File: config.mk
export PLATFORM = sky130hd
export DESIGN_NAME = ip_address_text_classifier_unit
export DESIGN_NICKNAME = d
export VERILOG_FILES = /design/src/rtl/aitc_pkg.sv /design/src/rtl/aitc_scan.sv /design/src/rtl/aitc_queue.sv /design/src/rtl/aitc_out.sv /design/src/rtl/ip_address_text_classifier_unit.sv
export SDC_FILE = /design/constraint.sdc
export NUM_CORES = 1
export LEC_CHECK = 0
export BUFFER_PORTS_ARGS = -buffer_cell sky130_fd_sc_hd__buf_2
export CAP_MARGIN = 40
export CORE_ASPECT_RATIO = 0.7
export CORE_MARGIN = 5
export CORE_UTILIZATION = 45
export DETAILED_ROUTE_END_ITERATION = 8
export PLACE_DENSITY = 0.7
export SLEW_MARGIN = 25
export SYNTH_ARGS = -nofsm -noshare
export SYNTH_HDL_FRONTEND = slang
export SYNTH_SLANG_ARGS = --single-unit
File: constraint.sdc
create_clock -name i_clk -period 7.5 [get_ports i_clk]
set_input_delay 0.75 -clock i_clk [delete_from_list [all_inputs] [get_ports i_clk]]
set_output_delay 0.75 -clock i_clk [all_outputs]
set_load 0.005 [all_outputs]
File: src/rtl/aitc_pkg.sv
// Shared types, character codes and group checks for the address text classifier.
`default_nettype none
package aitc_pkg;

    localparam int unsigned QUEUE_DEPTH = 2;

    localparam logic [7:0] CH_DOT   = 8'h2E;
    localparam logic [7:0] CH_COLON = 8'h3A;
    localparam logic [7:0] CH_ZERO  = 8'h30;
    localparam logic [7:0] CH_NINE  = 8'h39;
    localparam logic [7:0] CH_LA    = 8'h61;
    localparam logic [7:0] CH_LF    = 8'h66;
    localparam logic [7:0] CH_UA    = 8'h41;
    localparam logic [7:0] CH_UF    = 8'h46;

    localparam logic [9:0] V4_GROUP_MAX = 10'd255;
    localparam logic [2:0] LEN_MAX      = 3'd7;
    localparam logic [2:0] DOT_MAX      = 3'd7;
    localparam logic [3:0] COLON_MAX    = 4'd15;
    localparam logic [2:0] V4_DOTS      = 3'd3;
    localparam logic [3:0] V6_COLONS    = 4'd7;
    localparam logic [2:0] V4_LEN_MAX   = 3'd3;
    localparam logic [2:0] V6_LEN_MAX   = 3'd4;

    typedef enum logic [1:0] {
        ACLS_NEITHER = 2'd0,
        ACLS_IPV4    = 2'd1,
        ACLS_IPV6    = 2'd2
    } t_addr_class;

    // One classification request on its way from the scanner to the output.
    typedef struct packed {
        logic        valid;
        t_addr_class address_class;
    } t_req;

    function automatic logic is_dec(input logic [7:0] ch);
        return (ch >= CH_ZERO) && (ch <= CH_NINE);
    endfunction

    function automatic logic is_hex(input logic [7:0] ch);
        return is_dec(ch) || ((ch >= CH_LA) && (ch <= CH_LF))
            || ((ch >= CH_UA) && (ch <= CH_UF));
    endfunction

    function automatic logic v4_group_ok(input logic [2:0] len, input logic [9:0] val,
                                         input logic lz);
        logic ok;
        ok = (len != 3'd0) && (len <= V4_LEN_MAX) && (val <= V4_GROUP_MAX);
        if (lz && (len >= 3'd2)) begin
            ok = 1'b0;
        end
        return ok;
    endfunction

    function automatic logic v6_group_ok(input logic [2:0] len);
        return (len != 3'd0) && (len <= V6_LEN_MAX);
    endfunction

endpackage
`default_nettype wire

File: src/rtl/aitc_scan.sv
// Front end: takes one character per cycle while the queue has room, tracks groups, emits a class at end of text.
`default_nettype none
module aitc_scan
    import aitc_pkg::*;
(
    input  wire logic       i_clk,
    input  wire logic       i_rst_n,
    input  wire logic       i_valid,
    input  wire logic [7:0] i_character,
    input  wire logic       i_end_of_text,
    input  wire logic       i_full,
    output t_req            o_push
);

    logic [2:0] r_dot_count,   n_dot_count;
    logic [3:0] r_colon_count, n_colon_count;
    logic [2:0] r_group_length, n_group_length;
    logic [9:0] r_group_value, n_group_value;
    logic       r_group_lz,    n_group_lz;
    logic       r_v4_failed,   n_v4_failed;
    logic       r_v6_failed,   n_v6_failed;

    logic        accept;
    logic        ch_dec;
    t_addr_class cls;

    assign accept = i_valid && !i_full;
    assign ch_dec = is_dec(i_character);

    always_comb begin
        n_dot_count    = r_dot_count;
        n_colon_count  = r_colon_count;
        n_group_length = r_group_length;
        n_group_value  = r_group_value;
        n_group_lz     = r_group_lz;
        n_v4_failed    = r_v4_failed;
        n_v6_failed    = r_v6_failed;
        if (i_character == CH_DOT) begin
            n_v6_failed = 1'b1;
            if (!v4_group_ok(r_group_length, r_group_value, r_group_lz)) begin
                n_v4_failed = 1'b1;
            end
            if (r_dot_count < DOT_MAX) begin
                n_dot_count = r_dot_count + 3'd1;
            end
            n_group_length = '0;
            n_group_value  = '0;
            n_group_lz     = 1'b0;
        end else if (i_character == CH_COLON) begin
            n_v4_failed = 1'b1;
            if (!v6_group_ok(r_group_length)) begin
                n_v6_failed = 1'b1;
            end
            if (r_colon_count < COLON_MAX) begin
                n_colon_count = r_colon_count + 4'd1;
            end
            n_group_length = '0;
            n_group_value  = '0;
            n_group_lz     = 1'b0;
        end else begin
            if (!ch_dec) begin
                n_v4_failed = 1'b1;
            end
            if (!is_hex(i_character)) begin
                n_v6_failed = 1'b1;
            end
            if ((r_group_length == 3'd0) && (i_character == CH_ZERO)) begin
                n_group_lz = 1'b1;
            end
            // decimal digit value is the low nibble of its code
            if (ch_dec && (r_group_length < V4_LEN_MAX)) begin
                n_group_value = 10'((14'(r_group_value) * 14'd10) + 14'(i_character[3:0]));
            end
            if (r_group_length < LEN_MAX) begin
                n_group_length = r_group_length + 3'd1;
            end
        end
    end

    always_comb begin
        cls = ACLS_NEITHER;
        if (!n_v4_failed && (n_dot_count == V4_DOTS) && (n_colon_count == 4'd0)
            && v4_group_ok(n_group_length, n_group_value, n_group_lz)) begin
            cls = ACLS_IPV4;
        end else if (!n_v6_failed && (n_colon_count == V6_COLONS) && (n_dot_count == 3'd0)
            && v6_group_ok(n_group_length)) begin
            cls = ACLS_IPV6;
        end
    end

    assign o_push = '{valid: accept && i_end_of_text, address_class: cls};

    always_ff @(posedge i_clk) begin
        if (!i_rst_n || (accept && i_end_of_text)) begin
            r_dot_count    <= '0;
            r_colon_count  <= '0;
            r_group_length <= '0;
            r_group_value  <= '0;
            r_group_lz     <= 1'b0;
            r_v4_failed    <= 1'b0;
            r_v6_failed    <= 1'b0;
        end else if (accept) begin
            r_dot_count    <= n_dot_count;
            r_colon_count  <= n_colon_count;
            r_group_length <= n_group_length;
            r_group_value  <= n_group_value;
            r_group_lz     <= n_group_lz;
            r_v4_failed    <= n_v4_failed;
            r_v6_failed    <= n_v6_failed;
        end
    end

`ifndef NO_ASSERTIONS
    a_clear_after_end: assert property (@(posedge i_clk) disable iff (!i_rst_n)
        o_push.valid |=> (r_dot_count == 3'd0) && (r_colon_count == 4'd0)
                         && (r_group_length == 3'd0) && !r_v4_failed && !r_v6_failed)
        else $error("scanner state not cleared after end of text");
    a_group_value_range: assert property (@(posedge i_clk) disable iff (!i_rst_n)
        r_group_value <= 10'd999)
        else $error("group value out of range");
`endif

endmodule
`default_nettype wire

File: src/rtl/aitc_queue.sv
// Short request queue between the scanner and the output stage.
`default_nettype none
module aitc_queue
    import aitc_pkg::*;
#(
    parameter int unsigned DEPTH = QUEUE_DEPTH
) (
    input  wire logic i_clk,
    input  wire logic i_rst_n,
    input  wire t_req i_push,
    input  wire logic i_pop,
    output logic      o_full,
    output t_req      o_head
);

    localparam int unsigned PW = (DEPTH > 1) ? $clog2(DEPTH) : 1;
    localparam int unsigned CW = $clog2(DEPTH + 1);
    localparam logic [PW-1:0] PTR_LAST = PW'(DEPTH - 1);
    localparam logic [CW-1:0] CNT_FULL = CW'(DEPTH);

    t_addr_class   r_mem [DEPTH];
    logic [PW-1:0] r_wr_ptr;
    logic [PW-1:0] r_rd_ptr;
    logic [CW-1:0] r_count;

    logic do_push;
    logic do_pop;

    assign o_full  = (r_count == CNT_FULL);
    assign do_push = i_push.valid && !o_full;
    assign do_pop  = i_pop && (r_count != '0);

    assign o_head = '{valid: (r_count != '0), address_class: r_mem[r_rd_ptr]};

    always_ff @(posedge i_clk) begin
        if (do_push) begin
            r_mem[r_wr_ptr] <= i_push.address_class;
        end
    end

    always_ff @(posedge i_clk) begin
        if (!i_rst_n) begin
            r_wr_ptr <= '0;
            r_rd_ptr <= '0;
            r_count  <= '0;
        end else begin
            if (do_push) begin
                r_wr_ptr <= (r_wr_ptr == PTR_LAST) ? '0 : r_wr_ptr + PW'(1);
            end
            if (do_pop) begin
                r_rd_ptr <= (r_rd_ptr == PTR_LAST) ? '0 : r_rd_ptr + PW'(1);
            end
            case ({do_push, do_pop})
                2'b10:   r_count <= r_count + CW'(1);
                2'b01:   r_count <= r_count - CW'(1);
                default: r_count <= r_count;
            endcase
        end
    end

`ifndef NO_ASSERTIONS
    a_no_push_when_full: assert property (@(posedge i_clk) disable iff (!i_rst_n)
        !(i_push.valid && o_full))
        else $error("request pushed into full queue");
    a_count_bound: assert property (@(posedge i_clk) disable iff (!i_rst_n)
        r_count <= CNT_FULL)
        else $error("queue count exceeds depth");
`endif

endmodule
`default_nettype wire

File: src/rtl/aitc_out.sv
// Back end: output register that presents one class per request and holds it while stalled.
`default_nettype none
module aitc_out
    import aitc_pkg::*;
(
    input  wire logic       i_clk,
    input  wire logic       i_rst_n,
    input  wire t_req       i_head,
    output logic            o_pop,
    output logic            o_valid,
    input  wire logic       i_stall,
    output logic [1:0]      o_address_class
);

    logic        r_valid;
    t_addr_class r_class;

    // load a new request whenever the register is empty or being taken
    assign o_pop = i_head.valid && (!r_valid || !i_stall);

    always_ff @(posedge i_clk) begin
        if (!i_rst_n) begin
            r_valid <= 1'b0;
        end else if (o_pop) begin
            r_valid <= 1'b1;
        end else if (!i_stall) begin
            r_valid <= 1'b0;
        end
    end

    always_ff @(posedge i_clk) begin
        if (o_pop) begin
            r_class <= i_head.address_class;
        end
    end

    assign o_valid         = r_valid;
    assign o_address_class = r_class;

endmodule
`default_nettype wire

File: src/rtl/ip_address_text_classifier_unit.sv
// Top level of the IPv4 / IPv6 address text classifier.
`default_nettype none
// Takes an address text one character per cycle and returns one class per text
// (0 neither, 1 IPv4, 2 IPv6) after its end-of-text character. The scanner accepts
// a character every cycle as long as the request queue has room; the only stall
// toward the sender comes from a full queue, which fills only while the output
// side holds results back. A class is registered in the request queue and then in
// the output register before it appears on the output. QUEUE_DEPTH (2 or more)
// sets how many finished classes may wait before the input stalls.
module ip_address_text_classifier_unit
    import aitc_pkg::*;
#(
    parameter int unsigned QUEUE_DEPTH_P = QUEUE_DEPTH
) (
    input  wire logic       i_clk,
    input  wire logic       i_rst_n,
    input  wire logic       i_valid,
    output logic            o_stall,
    input  wire logic [7:0] i_character,
    input  wire logic       i_end_of_text,
    output logic            o_valid,
    input  wire logic       i_stall,
    output logic [1:0]      o_address_class
);

    t_req push;
    t_req head;
    logic full;
    logic pop;

    assign o_stall = full;

    aitc_scan u_scan (
        .i_clk         (i_clk),
        .i_rst_n       (i_rst_n),
        .i_valid       (i_valid),
        .i_character   (i_character),
        .i_end_of_text (i_end_of_text),
        .i_full        (full),
        .o_push        (push)
    );

    aitc_queue #(
        .DEPTH (QUEUE_DEPTH_P)
    ) u_queue (
        .i_clk   (i_clk),
        .i_rst_n (i_rst_n),
        .i_push  (push),
        .i_pop   (pop),
        .o_full  (full),
        .o_head  (head)
    );

    aitc_out u_out (
        .i_clk           (i_clk),
        .i_rst_n         (i_rst_n),
        .i_head          (head),
        .o_pop           (pop),
        .o_valid         (o_valid),
        .i_stall         (i_stall),
        .o_address_class (o_address_class)
    );

endmodule
`default_nettype wire
==> key figures <==
Status
  – Status: complete, no violations

Die
  – Starting Density: 0.476
  – Die Footprint: 0.00673 sq mm
  – Core area: 0.00489 sq mm
  – Row count: 21
  – # IOs: 17
  – Die H: 70.1 microns
  – Die X: 95.9 microns

Placement
  – Port bufs: 16
  – Post-DP Area: 0.00245 sq mm
  – DP Wirelength: 3510 microns
  – Final RePlAce weighted congestion: 0.852

Timing
  – Max-slew headroom: 0.483
  – RSZ-0062 raised after global routing: false
  – Worst slew pin tran: 770 ps
  – Final Cycle Share: 0.425
  – Final Slew Violations: 0
  – Setup TNS: 0 ps
  – Fmax achieved: 314 MHz
  – Final Hold Viols: 0
  – Final setup viols: 0
  – Post-layout minimum cycle time: 3190 ps
  – Worst clock skew: 8.14 ps

Setup path
  – Worst-path maximum fanout: 4
  – Required @ worst endpoint: 7600 ps
  – Worst EP arrival: 3280 ps
  – CP Capture Type: flop
  – Crit start category: flop
  – Critical path class: reg2reg

Finish
  – Most frequent cells in the layout: nor2_1 (35), dfxtp_1 (28), ha_1 (22), nand2_1 (17)
  – NumNets Final: 315
  – Layout cells sized above 1: 0.133
  – Ant diodes: 0
  – Area growth from synthesis to layout: 9.69%
  – Post-layout instance area: 0.00255 sq mm
  – Most common cell after layout, fill and taps aside: nor2_1

Clock tree
  – Resize count post-CTS: 0
  – H-tree depth: 2
  – Post-CTS Setup Inserts: 0
  – Inserted Clock Buffers: 5
  – Clk sinks: 34
  – Worst-Skew Late Latency: 290 ps
  – Reg clk slew, reported paths: 80 ps
  – CTS root buf: clkbuf_8
  – CTS max path bufs: 2
  – Hold buffers post-CTS: 0
  – CTS tree: done

Detailed routing
  – Vias: 1884
  – Antenna-violating nets left: 0
  – Drt pass-1 iters: 5
  – WL/cell: 13.6 microns
  – DRT iter0 DRCs: 78
  – Vias per cell: 5.41
  – DRC: 0
  – Overall routed net length: 4720 microns

Synth
  – Top-area cell type share of the netlist area: 0.241
  – Synth Net Count: 300
  – Synthesis Warnings: 0
  – Synthesized area: 0.00232 sq mm
  – Mean Syn Cell Area: 8.84 sq um
  – Synth Flop Type: dfxtp_1
  – Cells after synthesis: 263
  – Dominant cell type by area after synthesis: dfxtp_1
  – Seq/Total Area, Yosys: 0.319
  – Distinct cell type count of the synthesized netlist: 58
  – EDFF count, synth: 6
  – Yosys reg bits: 34
  – Largest cells by area after synthesis: dfxtp_1 (24%), ha_1 (12%), edfxtp_1 (7.8%)
  – Post-synth ARST share: 0

Global routing
  – Initial antenna violation count: 0
  – Gr ovfl total: 0
  – Vias in the first global route: 1677
  – GRT Overall Usage: 0.151
  – Global-route wire length before repair: 8110 microns
  – Largest net degree at the start of global routing: 24

Power and ir drop
  – Peak supply drop: 80.1 uV
  – Power per Cell Area: 175 mW/mm^2
  – LEAKAGE: 0.982 nW

Hold path
  – Min-delay worst type: reg2reg

Run
  – Max cap viols: 0
## layout make-up
type	instances	area, sq um
Inverter	11	41.3
Sequential cell	34	741
Fill cell	459	2340
Clock buffer	5	68.8
Timing Repair Buffer	17	95.1
Multi-Input combinational cell	209	1500
Tap cell	69	86.3
Clock inverter	3	16.3
## Yosys cell counts (2+ instances only)
cell type	number
a22oi_1	9
nand3_1	10
o21a_1	2
fa_1	2
o31ai_1	2
nor3_1	7
a21oi_1	16
inv_1	11
a21boi_0	3
nor2_1	35
mux2i_1	2
or3_1	3
a211oi_1	7
edfxtp_1	6
mux2_2	2
xnor2_1	10
and2_1	5
nand2b_1	2
a21o_1	2
dfxtp_1	28
xor2_1	4
o21bai_1	3
o21ai_0	12
clkbuf_1	8
nand2_1	17
ha_1	22
nor3_2	2
## kinds of logic (layout without fill, tap and decap cells)
kind of cell               count (synthesis)  count (layout)  share of synthesized area
AOI/OAI and AO/OA                         71              71                      0.213
xor gates and xnor gates                  15              15                     0.0624
adders and majority gates                 24              24                      0.136
buffers and inverters                     20              36                     0.0355
DFF                                       34              34                      0.319
muxes                                      4               4                     0.0183
and+or+nand+nor                           95              95                      0.216
## registers in the layout (all words and copies together) (netlist names)
name,count
u_scan.r_group_value,10
u_out.o_valid,1
u_scan.r_colon_count,4
u_queue.r_wr_ptr,1
u_scan.r_group_lz,1
u_queue.r_count,2
u_queue.r_mem,4
u_scan.r_group_length,3
u_scan.r_v4_failed,1
u_scan.r_v6_failed,1
u_out.o_address_class,2
u_queue.r_rd_ptr,1
u_scan.r_dot_count,3
## worst max-delay path, stage by stage (launching register included)
cell       delay (ps)
dfxtp_1           410
ha_1              260
ha_1              230
fa_1              400
xor2_1            300
o2111ai_2         220
nor4b_4           320
xnor3_1           360
o31a_1            300
nor4_2            180
## power breakdown
group / switching [mW] / internal (mW)
registers: 0.0139 / 0.206
logic: 0.0511 / 0.0430
clock network: 0.0694 / 0.0635
## routing by layer
layer,vias to the layer above,part of all wire,global-route usage
met3,6,0.042,0.0354
met5,-,0,0
met1,858,0.53,0.232
met4,0,0.012,0.0426
li1,990,-,-
met2,30,0.42,0.206
## path summary, 6_finish.rpt
check	startpoint	endpoint	slack, ps	cells after the start
worst max-delay path	u_scan.r_group_value[1]	u_queue.r_mem[1][0]	4310	9
worst min-delay path	u_scan.r_v4_failed	u_scan.r_v4_failed	490	1
worst max register to register	u_scan.r_group_value[1]	u_queue.r_mem[1][0]	4310	9
worst min register to register	u_scan.r_v4_failed	u_scan.r_v4_failed	490	1
## through the flow
step                      std cells  utilization  total power [mW]  hold WS (ps)  setup WS, ps
final                           348        0.522             0.447           487          4310
after global routing            348        0.522             0.474           514          4060
after CTS                       347        0.519             0.451           494          4330
after detailed placement        339        0.501             0.316           478          4260
after global placement          339        0.501             0.315           463          4340
after floorplan                 263            -             0.288           450          4570
Note: power is estimated with default switching activity, not from simulation.
